==> config.mk <==
export PLATFORM = sky130hd
export DESIGN_NAME = postfix_stack_evaluator
export DESIGN_NICKNAME = d
export VERILOG_FILES = /design/src/design/pse_pkg.sv /design/src/design/postfix_stack_evaluator.sv /design/src/design/pse_div.sv /design/src/design/pse_datapath.sv /design/src/design/pse_ctrl.sv
export SDC_FILE = /design/constraint.sdc
export NUM_CORES = 2
export LEC_CHECK = 0
export BUFFER_PORTS_ARGS = -buffer_cell sky130_fd_sc_hd__buf_2
export CAP_MARGIN = 20
export CORE_UTILIZATION = 65
export CTS_BUF_LIST = sky130_fd_sc_hd__clkbuf_16
export DETAILED_ROUTE_END_ITERATION = 10
export PLACE_DENSITY = 0.82
export SKIP_LAST_GASP = 1
export SLEW_MARGIN = 20
export SYNTH_ARGS = -nofsm -noshare
export SYNTH_HDL_FRONTEND = slang
export SYNTH_SLANG_ARGS = --single-unit
export TNS_END_PERCENT = 1
==> constraint.sdc <==
create_clock -name clk -period 9.3 [get_ports clk]
set_clock_uncertainty 0.1 [all_clocks]
set_input_delay 1.395 -clock clk [delete_from_list [all_inputs] [get_ports clk]]
set_output_delay 1.395 -clock clk [all_outputs]
set_load 0.01 [all_outputs]
==> src/design/pse_pkg.sv <==
// ----------------------------------------------------------------------------
// pse_pkg
// Shared constants, codes and controller/datapath interface types for the
// postfix stack evaluator.
// ----------------------------------------------------------------------------
package pse_pkg;

    // stack geometry and operand width
    localparam int STACK_DEPTH = 16;
    localparam int DATA_W      = 32;
    localparam int PTR_W       = $clog2(STACK_DEPTH);
    localparam int CNT_W       = $clog2(STACK_DEPTH + 1);
    localparam int DIV_CNT_W   = $clog2(DATA_W);

    // port field widths
    localparam int MODE_W   = 3;
    localparam int VALUE_W  = 32;
    localparam int DEPTH_W  = 5;
    localparam int STATUS_W = 2;

    // token modes
    localparam logic [MODE_W-1:0] MODE_PUSH = 3'd0;
    localparam logic [MODE_W-1:0] MODE_ADD  = 3'd1;
    localparam logic [MODE_W-1:0] MODE_SUB  = 3'd2;
    localparam logic [MODE_W-1:0] MODE_MUL  = 3'd3;
    localparam logic [MODE_W-1:0] MODE_DIV  = 3'd4;

    // result status codes
    localparam logic [STATUS_W-1:0] ST_OK    = 2'd0;
    localparam logic [STATUS_W-1:0] ST_UNDER = 2'd1;
    localparam logic [STATUS_W-1:0] ST_OVER  = 2'd2;
    localparam logic [STATUS_W-1:0] ST_DIVZ  = 2'd3;

    // how the datapath forms the result of a finished item
    typedef enum logic [1:0] {
        EMIT_NONE,
        EMIT_KEEP,    // stack unchanged, report current top
        EMIT_PUSH,    // push value, report it
        EMIT_COMMIT   // pop two, push result, report it
    } emit_sel_t;

    typedef struct packed {
        logic                latch;      // capture token
        logic                alu;        // add/sub/mul into result register
        logic                div_start;  // launch divider
        logic                load_quot;  // quotient into result register
        emit_sel_t           emit;
        logic [STATUS_W-1:0] status;
    } dp_cmd_t;

    typedef struct packed {
        logic [MODE_W-1:0] mode;
        logic              full;
        logic              under;
        logic              rhs_zero;
        logic              div_done;
    } dp_stat_t;

endpackage

==> src/design/postfix_stack_evaluator.sv <==
// ----------------------------------------------------------------------------
// postfix_stack_evaluator
// Postfix (RPN) evaluator over a 16-entry signed 32-bit operand stack.
// ----------------------------------------------------------------------------
// A token (mode, value) is taken when start is high and busy is low. One
// result per token appears on top_value/depth/status for a single cycle with
// done high; there is no back-pressure, so the receiver must capture it then.
// Push, unused modes and all error cases pass through operand read from the
// stack memory, decode/execute and the result cycle, in that order. Add,
// subtract and multiply add a commit step before the result cycle. Divide
// runs through a one-bit-per-cycle divider: operand read, decode, 32
// iterations, sign fix, quotient load, commit and the result cycle. busy
// drops in the cycle done rises, so the next token can be taken at the edge
// that takes the result.
// Underflow, overflow and divide by zero leave the stack untouched and report
// the current top. Subtract and divide take next-below as the left operand.
// ----------------------------------------------------------------------------
module postfix_stack_evaluator (
    input  logic                                clk,
    input  logic                                rst_n,
    input  logic                                start,
    output logic                                busy,
    input  logic [pse_pkg::MODE_W-1:0]          mode,
    input  logic signed [pse_pkg::VALUE_W-1:0]  value,
    output logic                                done,
    output logic signed [pse_pkg::VALUE_W-1:0]  top_value,
    output logic [pse_pkg::DEPTH_W-1:0]         depth,
    output logic [pse_pkg::STATUS_W-1:0]        status
);
    import pse_pkg::*;

    // controller <-> datapath
    dp_cmd_t  cmd;
    dp_stat_t stat;

    // sequencer: accept, fetch, decode, wait on divider, commit
    pse_ctrl u_ctrl (
        .clk   (clk),
        .rst_n (rst_n),
        .start (start),
        .busy  (busy),
        .done  (done),
        .cmd   (cmd),
        .stat  (stat)
    );

    // stack memory, depth counter, alu/divider, result registers
    pse_datapath u_dp (
        .clk       (clk),
        .rst_n     (rst_n),
        .cmd       (cmd),
        .stat      (stat),
        .mode      (mode),
        .value     (value),
        .top_value (top_value),
        .depth     (depth),
        .status    (status)
    );

endmodule

==> src/design/pse_div.sv <==
// ----------------------------------------------------------------------------
// pse_div
// Iterative signed divider, truncating toward zero, one quotient bit a cycle.
// ----------------------------------------------------------------------------
module pse_div (
    input  logic                       clk,
    input  logic                       rst_n,
    input  logic                       start,
    input  logic [pse_pkg::DATA_W-1:0] dividend,
    input  logic [pse_pkg::DATA_W-1:0] divisor,
    output logic                       done,
    output logic [pse_pkg::DATA_W-1:0] quotient
);
    import pse_pkg::*;

    logic                 run_reg, run_next;
    logic                 fix_reg, fix_next;
    logic                 done_reg, done_next;
    logic [DIV_CNT_W-1:0] cnt_reg, cnt_next;
    logic [DATA_W-1:0]    rem_reg, rem_next;
    logic [DATA_W-1:0]    quo_reg, quo_next;
    logic [DATA_W-1:0]    dvs_reg, dvs_next;
    logic                 neg_reg, neg_next;
    logic [DATA_W-1:0]    res_reg, res_next;

    logic [DATA_W:0]      rem_sh;
    logic [DATA_W:0]      diff;

    assign rem_sh = {rem_reg, quo_reg[DATA_W-1]};
    assign diff   = rem_sh - {1'b0, dvs_reg};

    always_comb
    begin
        run_next  = run_reg;
        fix_next  = 1'b0;
        done_next = 1'b0;
        cnt_next  = cnt_reg;
        rem_next  = rem_reg;
        quo_next  = quo_reg;
        dvs_next  = dvs_reg;
        neg_next  = neg_reg;
        res_next  = res_reg;
        if (start)
        begin
            run_next = 1'b1;
            cnt_next = DIV_CNT_W'(DATA_W - 1);
            rem_next = '0;
            quo_next = dividend[DATA_W-1] ? (DATA_W'(0) - dividend) : dividend;
            dvs_next = divisor[DATA_W-1] ? (DATA_W'(0) - divisor) : divisor;
            neg_next = dividend[DATA_W-1] ^ divisor[DATA_W-1];
        end
        else if (run_reg)
        begin
            if (!diff[DATA_W])
            begin
                rem_next = diff[DATA_W-1:0];
                quo_next = {quo_reg[DATA_W-2:0], 1'b1};
            end
            else
            begin
                rem_next = rem_sh[DATA_W-1:0];
                quo_next = {quo_reg[DATA_W-2:0], 1'b0};
            end
            cnt_next = cnt_reg - 1'b1;
            if (cnt_reg == '0)
            begin
                run_next = 1'b0;
                fix_next = 1'b1;
            end
        end
        else if (fix_reg)
        begin
            res_next  = neg_reg ? (DATA_W'(0) - quo_reg) : quo_reg;
            done_next = 1'b1;
        end
    end

    always_ff @(posedge clk or negedge rst_n)
    begin
        if (!rst_n)
        begin
            run_reg  <= 1'b0;
            fix_reg  <= 1'b0;
            done_reg <= 1'b0;
        end
        else
        begin
            run_reg  <= run_next;
            fix_reg  <= fix_next;
            done_reg <= done_next;
        end
    end

    always_ff @(posedge clk)
    begin
        cnt_reg <= cnt_next;
        rem_reg <= rem_next;
        quo_reg <= quo_next;
        dvs_reg <= dvs_next;
        neg_reg <= neg_next;
        res_reg <= res_next;
    end

    assign done     = done_reg;
    assign quotient = res_reg;

endmodule

==> src/design/pse_datapath.sv <==
// ----------------------------------------------------------------------------
// pse_datapath
// Operand stack memory, depth counter, arithmetic and result registers.
// ----------------------------------------------------------------------------
module pse_datapath (
    input  logic                         clk,
    input  logic                         rst_n,
    input  pse_pkg::dp_cmd_t             cmd,
    output pse_pkg::dp_stat_t            stat,
    input  logic [pse_pkg::MODE_W-1:0]   mode,
    input  logic signed [pse_pkg::VALUE_W-1:0] value,
    output logic signed [pse_pkg::VALUE_W-1:0] top_value,
    output logic [pse_pkg::DEPTH_W-1:0]  depth,
    output logic [pse_pkg::STATUS_W-1:0] status
);
    import pse_pkg::*;

    logic [DATA_W-1:0] stack_mem [STACK_DEPTH];

    logic [CNT_W-1:0]           count_reg, count_next;
    logic [MODE_W-1:0]          mode_reg;
    logic signed [VALUE_W-1:0]  value_reg;
    logic [DATA_W-1:0]          rd_top_reg;
    logic [DATA_W-1:0]          rd_nos_reg;
    logic [DATA_W-1:0]          res_reg, res_next;
    logic signed [VALUE_W-1:0]  top_value_reg, top_value_next;
    logic [DEPTH_W-1:0]         depth_reg, depth_next;
    logic [STATUS_W-1:0]        status_reg, status_next;

    logic [CNT_W-1:0]  cnt_m1;
    logic [CNT_W-1:0]  cnt_m2;
    logic [PTR_W-1:0]  addr_top;
    logic [PTR_W-1:0]  addr_nos;
    logic [PTR_W-1:0]  wr_addr;
    logic              wr_en;
    logic [DATA_W-1:0] wr_data;
    logic [DATA_W-1:0] push_data;
    logic              div_done;
    logic [DATA_W-1:0] quotient;

    assign cnt_m1    = count_reg - 1'b1;
    assign cnt_m2    = count_reg - 2'd2;
    assign addr_top  = cnt_m1[PTR_W-1:0];
    assign addr_nos  = cnt_m2[PTR_W-1:0];
    assign push_data = DATA_W'(value_reg);

    pse_div u_div (
        .clk      (clk),
        .rst_n    (rst_n),
        .start    (cmd.div_start),
        .dividend (rd_nos_reg),
        .divisor  (rd_top_reg),
        .done     (div_done),
        .quotient (quotient)
    );

    // result register: alu op or divider quotient
    always_comb
    begin
        res_next = res_reg;
        if (cmd.alu)
        begin
            case (mode_reg)
                MODE_ADD: res_next = rd_nos_reg + rd_top_reg;
                MODE_SUB: res_next = rd_nos_reg - rd_top_reg;
                default:  res_next = DATA_W'(rd_nos_reg * rd_top_reg);
            endcase
        end
        else if (cmd.load_quot)
        begin
            res_next = quotient;
        end
    end

    // stack write, depth update and reported result
    always_comb
    begin
        count_next     = count_reg;
        wr_en          = 1'b0;
        wr_addr        = addr_nos;
        wr_data        = res_reg;
        top_value_next = top_value_reg;
        depth_next     = depth_reg;
        status_next    = status_reg;
        unique case (cmd.emit)
            EMIT_KEEP:
            begin
                top_value_next = (count_reg != '0) ? VALUE_W'(rd_top_reg) : '0;
                depth_next     = DEPTH_W'(count_reg);
                status_next    = cmd.status;
            end
            EMIT_PUSH:
            begin
                wr_en          = 1'b1;
                wr_addr        = count_reg[PTR_W-1:0];
                wr_data        = push_data;
                count_next     = count_reg + 1'b1;
                top_value_next = VALUE_W'(push_data);
                depth_next     = DEPTH_W'(count_next);
                status_next    = cmd.status;
            end
            EMIT_COMMIT:
            begin
                wr_en          = 1'b1;
                count_next     = cnt_m1;
                top_value_next = VALUE_W'(res_reg);
                depth_next     = DEPTH_W'(cnt_m1);
                status_next    = cmd.status;
            end
            default:
            begin
                count_next = count_reg;
            end
        endcase
    end

    always_ff @(posedge clk or negedge rst_n)
    begin
        if (!rst_n)
        begin
            count_reg <= '0;
        end
        else
        begin
            count_reg <= count_next;
        end
    end

    always_ff @(posedge clk)
    begin
        if (cmd.latch)
        begin
            mode_reg  <= mode;
            value_reg <= value;
        end
        res_reg       <= res_next;
        top_value_reg <= top_value_next;
        depth_reg     <= depth_next;
        status_reg    <= status_next;
    end

    // stack memory: one write port, two registered read ports
    always_ff @(posedge clk)
    begin
        if (wr_en)
        begin
            stack_mem[wr_addr] <= wr_data;
        end
        rd_top_reg <= stack_mem[addr_top];
        rd_nos_reg <= stack_mem[addr_nos];
    end

    assign stat.mode     = mode_reg;
    assign stat.full     = (count_reg >= CNT_W'(STACK_DEPTH));
    assign stat.under    = (count_reg < CNT_W'(2));
    assign stat.rhs_zero = (rd_top_reg == '0);
    assign stat.div_done = div_done;

    assign top_value = top_value_reg;
    assign depth     = depth_reg;
    assign status    = status_reg;

endmodule

==> src/design/pse_ctrl.sv <==
// ----------------------------------------------------------------------------
// pse_ctrl
// Token sequencer: operand fetch, decode, divider wait and commit.
// ----------------------------------------------------------------------------
module pse_ctrl (
    input  logic              clk,
    input  logic              rst_n,
    input  logic              start,
    output logic              busy,
    output logic              done,
    output pse_pkg::dp_cmd_t  cmd,
    input  pse_pkg::dp_stat_t stat
);
    import pse_pkg::*;

    typedef enum logic [2:0] {
        S_IDLE,
        S_READ,
        S_EXEC,
        S_DIVW,
        S_COMMIT
    } state_t;

    state_t state_reg, state_next;
    logic   busy_reg, done_reg;

    always_comb
    begin
        state_next = state_reg;
        cmd        = '{latch: 1'b0, alu: 1'b0, div_start: 1'b0, load_quot: 1'b0,
                       emit: EMIT_NONE, status: ST_OK};
        unique case (state_reg)
            S_IDLE:
            begin
                if (start)
                begin
                    cmd.latch  = 1'b1;
                    state_next = S_READ;
                end
            end
            S_READ:
            begin
                // operand reads land at the end of this cycle
                state_next = S_EXEC;
            end
            S_EXEC:
            begin
                state_next = S_IDLE;
                case (stat.mode) inside
                    MODE_PUSH:
                    begin
                        if (stat.full)
                        begin
                            cmd.emit   = EMIT_KEEP;
                            cmd.status = ST_OVER;
                        end
                        else
                        begin
                            cmd.emit = EMIT_PUSH;
                        end
                    end
                    MODE_ADD, MODE_SUB, MODE_MUL:
                    begin
                        if (stat.under)
                        begin
                            cmd.emit   = EMIT_KEEP;
                            cmd.status = ST_UNDER;
                        end
                        else
                        begin
                            cmd.alu    = 1'b1;
                            state_next = S_COMMIT;
                        end
                    end
                    MODE_DIV:
                    begin
                        if (stat.under)
                        begin
                            cmd.emit   = EMIT_KEEP;
                            cmd.status = ST_UNDER;
                        end
                        else if (stat.rhs_zero)
                        begin
                            cmd.emit   = EMIT_KEEP;
                            cmd.status = ST_DIVZ;
                        end
                        else
                        begin
                            cmd.div_start = 1'b1;
                            state_next    = S_DIVW;
                        end
                    end
                    default:
                    begin
                        // unused mode: no stack change
                        cmd.emit = EMIT_KEEP;
                    end
                endcase
            end
            S_DIVW:
            begin
                if (stat.div_done)
                begin
                    cmd.load_quot = 1'b1;
                    state_next    = S_COMMIT;
                end
            end
            S_COMMIT:
            begin
                cmd.emit   = EMIT_COMMIT;
                state_next = S_IDLE;
            end
            default:
            begin
                state_next = S_IDLE;
            end
        endcase
    end

    always_ff @(posedge clk or negedge rst_n)
    begin
        if (!rst_n)
        begin
            state_reg <= S_IDLE;
            busy_reg  <= 1'b0;
            done_reg  <= 1'b0;
        end
        else
        begin
            state_reg <= state_next;
            busy_reg  <= (state_next != S_IDLE);
            done_reg  <= (cmd.emit != EMIT_NONE);
        end
    end

    assign busy = busy_reg;
    assign done = done_reg;

endmodule

==> reports/qor.csv <==
stage,metric,value,unit
run_status,status,"finished, final reports clean",
cts,clkSlewWorstSetupHoldPaths,0.07,ns
timing,fin_crit_sh,90.6,%
timing,finalSetupTns,0,ns
cts,ctsResizeCount,0,
cells_and_area,mostFrequentLayoutCell,edfxtp_1,
synth,yosys_warnings,0,
timing,final_hold_viol_count,0,
synth,avgSynthCellArea,12.5,um2
timing,max_slew_margin,26.7,%
placed_design,dpl.hpwl,113000,um
synth,yosys.area.top_type,edfxtp_1,
die,core,85300,um2
detailed_routing,drtIter0Drc,4719,
global_routing,track_usage,39.4,%
die,die_w,296,um
synth,synth_edf_count,715,
synth,synth_top_area_share,38.3,%
cells_and_area,area_growth,8.25,%
placed_design,io_buffer_count,78,
die,initial_utilization,65.7,%
cts,h-tree-depth,3,
synth,synth_area_leaders,"edfxtp_1 (38%), fa_1 (15%), mux4_2 (13%)",
cts,cts_tree,done,
synth,netlist_area,56100,um2
cts,clk_latency,0.68,ns
die,die_h,296,um
die,io_pins,79,
global_routing,overflow,0,
cells_and_area,fillers,5606,
worst_setup_path,crit_chain,and2_1 > fa_1 > fa_1 > fa_1 > inv_1 > fa_1 > inv_1 > fa_1 > inv_1 > fa_1 > inv_1 > fa_1 > fa_1 > ha_1 > a21o_1 > nand2_1 > o21ai_0 > a2111oi_1 > o31ai_1 > nand4_1 > o41a_1 > a31oi_1 > a221o_1,
worst_setup_path,critPathKind,reg -> reg,
global_routing,grt_pass1_vias,40000,
synth,synthesis.nets,5145,
cells_and_area,largest_reg_flops,512,
synth,synth.distinct_cells,77,
die,dieArea,87400,um2
worst_setup_path,critPathTopFamily,adder cells,
cts,cts_setup_buffers,0,
synth,async_flop_share,1.57,%
detailed_routing,detail-route-antenna-nets,0,
worst_setup_path,critPathArrivalTime,8.71,ns
global_routing,antenna_found_initial,8,
min_path,hold_depth,1,
global_routing,grt_pass1_wl,249000,um
detailed_routing,avgRoutedWirePerCell,29.2,um
cts,postCtsHoldBufs,0,
timing,tightest_slew,1.10,ns
synth,synth_cells,4500,
worst_setup_path,slowest_stage,dfxtp_1,
worst_setup_path,slowest_delay,0.99,ns
worst_setup_path,critical_path.most_common_cell,fa_1,
worst_setup_path,cp_max_fo,26,
cells_and_area,nets,5142,
detailed_routing,viasPerCell,6.74,
timing,maxSlewViolCount,0,
detailed_routing,vias,38600,
die,num_rows,107,
timing,rsz0062_at_grt,false,
cells_and_area,layoutNonFillerInstCount,5720,
synth,synth-main-ff-cell,edfxtp_1,
detailed_routing,dr.pass1.iters,6,
cts,cts_root_buf,clkbuf_16,
worst_setup_path,ff2ff_path_depth,23,
placed_design,dp_cells,5554,
detailed_routing,wirelength,167000,um
run,cap_viol_max_count,0,
synth,yosysSeqAreaShare,42.5,%
cells_and_area,layout-drive-gt1-share,14.8,%
worst_setup_path,crit_path_end_kind,register,
cts,clock_path_buffers,3,
min_path,min_path_type,reg -> reg,
synth,ys_ff_latch,829,
timing,setup_viol,0,
detailed_routing,drc,0,
placed_design,gp_congestion,1.02,
timing,clock.fmax,119,MHz
cts,cts_sinks,829,
worst_setup_path,path_buf_inv,4,
cts,numCtsBuffers,85,
cells_and_area,top_register,u_dp.stack_mem,
worst_setup_path,worst_setup_path_start_kind,register,
timing,timing.final.crit_period,8.42,ns
cells_and_area,final_cell_mix,"edfxtp_1 (715), nand2_1 (567), inv_1 (472), fa_1 (410), mux4_2 (320)",
worst_setup_path,required,9.59,ns
worst_setup_path,worst-path-stages,23,
global_routing,grt_max_degree,78,
-- metrics by stage --
stage	utilization, %	hold slack (ns)	area [um2]	setup WS (ns)
6_report	71.2	0.363	60700	0.879
2_1_floorplan	-	0.332	56100	1.89
3_3_place_gp	67.8	0.350	57900	1.18
4_1_cts	71.1	0.359	60700	0.963
5_1_grt	71.1	0.385	60700	0.631
3_5_place_dp	67.9	0.350	57900	1.00
-- synth_stat cells (10+ instances only) --
library cell  count
a211oi_1         14
o21a_1           17
and3_1           14
o41ai_1          12
nor3_1           40
inv_1           444
nor4_1           14
o21ai_0         173
and2_1          312
dfrtp_1          13
nand3_1          57
or4_1            12
fa_1            410
or2_2            12
or3_1            23
buf_1            25
nand2b_1         18
a31oi_1          13
ha_1            197
mux4_2          320
mux2i_1          30
dfxtp_1         101
nor2_1          118
o211ai_1         14
edfxtp_1        715
a21oi_1         137
o31ai_1          29
o21bai_1         10
clkbuf_1        235
xor2_1          100
nand2_1         567
xnor2_1         169
a21o_1           35
-- cells by family after synthesis --
logic type	share of synthesized area (%)
muxes	13.4
adders and majority gates	19.0
AOI/OAI and AO/OA	5.45
DFF	42.5
buffers and inverters	4.87
xor gates and xnor gates	4.20
and+or+nand+nor	10.6
-- cell type report --
class / instances / area (um2) / share of cell area [%]
Timing Repair Buffer: 183 / 1190 / 1.96
Clock buffer: 87 / 2180 / 3.59
Multi-Input combinational cell: 2953 / 29800 / 49.0
Inverter: 445 / 1670 / 2.76
Clock inverter: 72 / 618 / 1.02
Antenna cell: 7 / 17.5 / 0.0289
Tap cell: 1144 / 1430 / 2.36
Sequential cell: 829 / 23800 / 39.3
-- worst paths after layout --
kind                                             from  slack, ns                  to
worst max-delay path               u_dp.rd_top_reg[7]       0.88    u_dp.res_reg[30]
min in group asynchronous                       rst_n       0.53   u_dp.count_reg[4]
max in group asynchronous                       rst_n       8.25   u_dp.count_reg[0]
worst max register to register     u_dp.rd_top_reg[7]       0.88    u_dp.res_reg[30]
worst min register to register  u_dp.u_div.cnt_reg[4]       0.36  u_dp.u_div.fix_reg
worst min-delay path            u_dp.u_div.cnt_reg[4]       0.36  u_dp.u_div.fix_reg
-- layer usage --
| layer | share of wire (%) | up-vias | GRT usage (%) |
|---|---|---|---|
| met2 | 47 | 2880 | 62.5 |
| met3 | 13 | 687 | 9.83 |
| li1 | - | 15800 | - |
| met5 | 0.015 | - | 0 |
| met4 | 6.6 | 4 | 23.0 |
| met1 | 34 | 19200 | 49.7 |
Power is not shown: default switching activity piles up to over one toggle a cycle in this logic, so the estimate is an artifact.
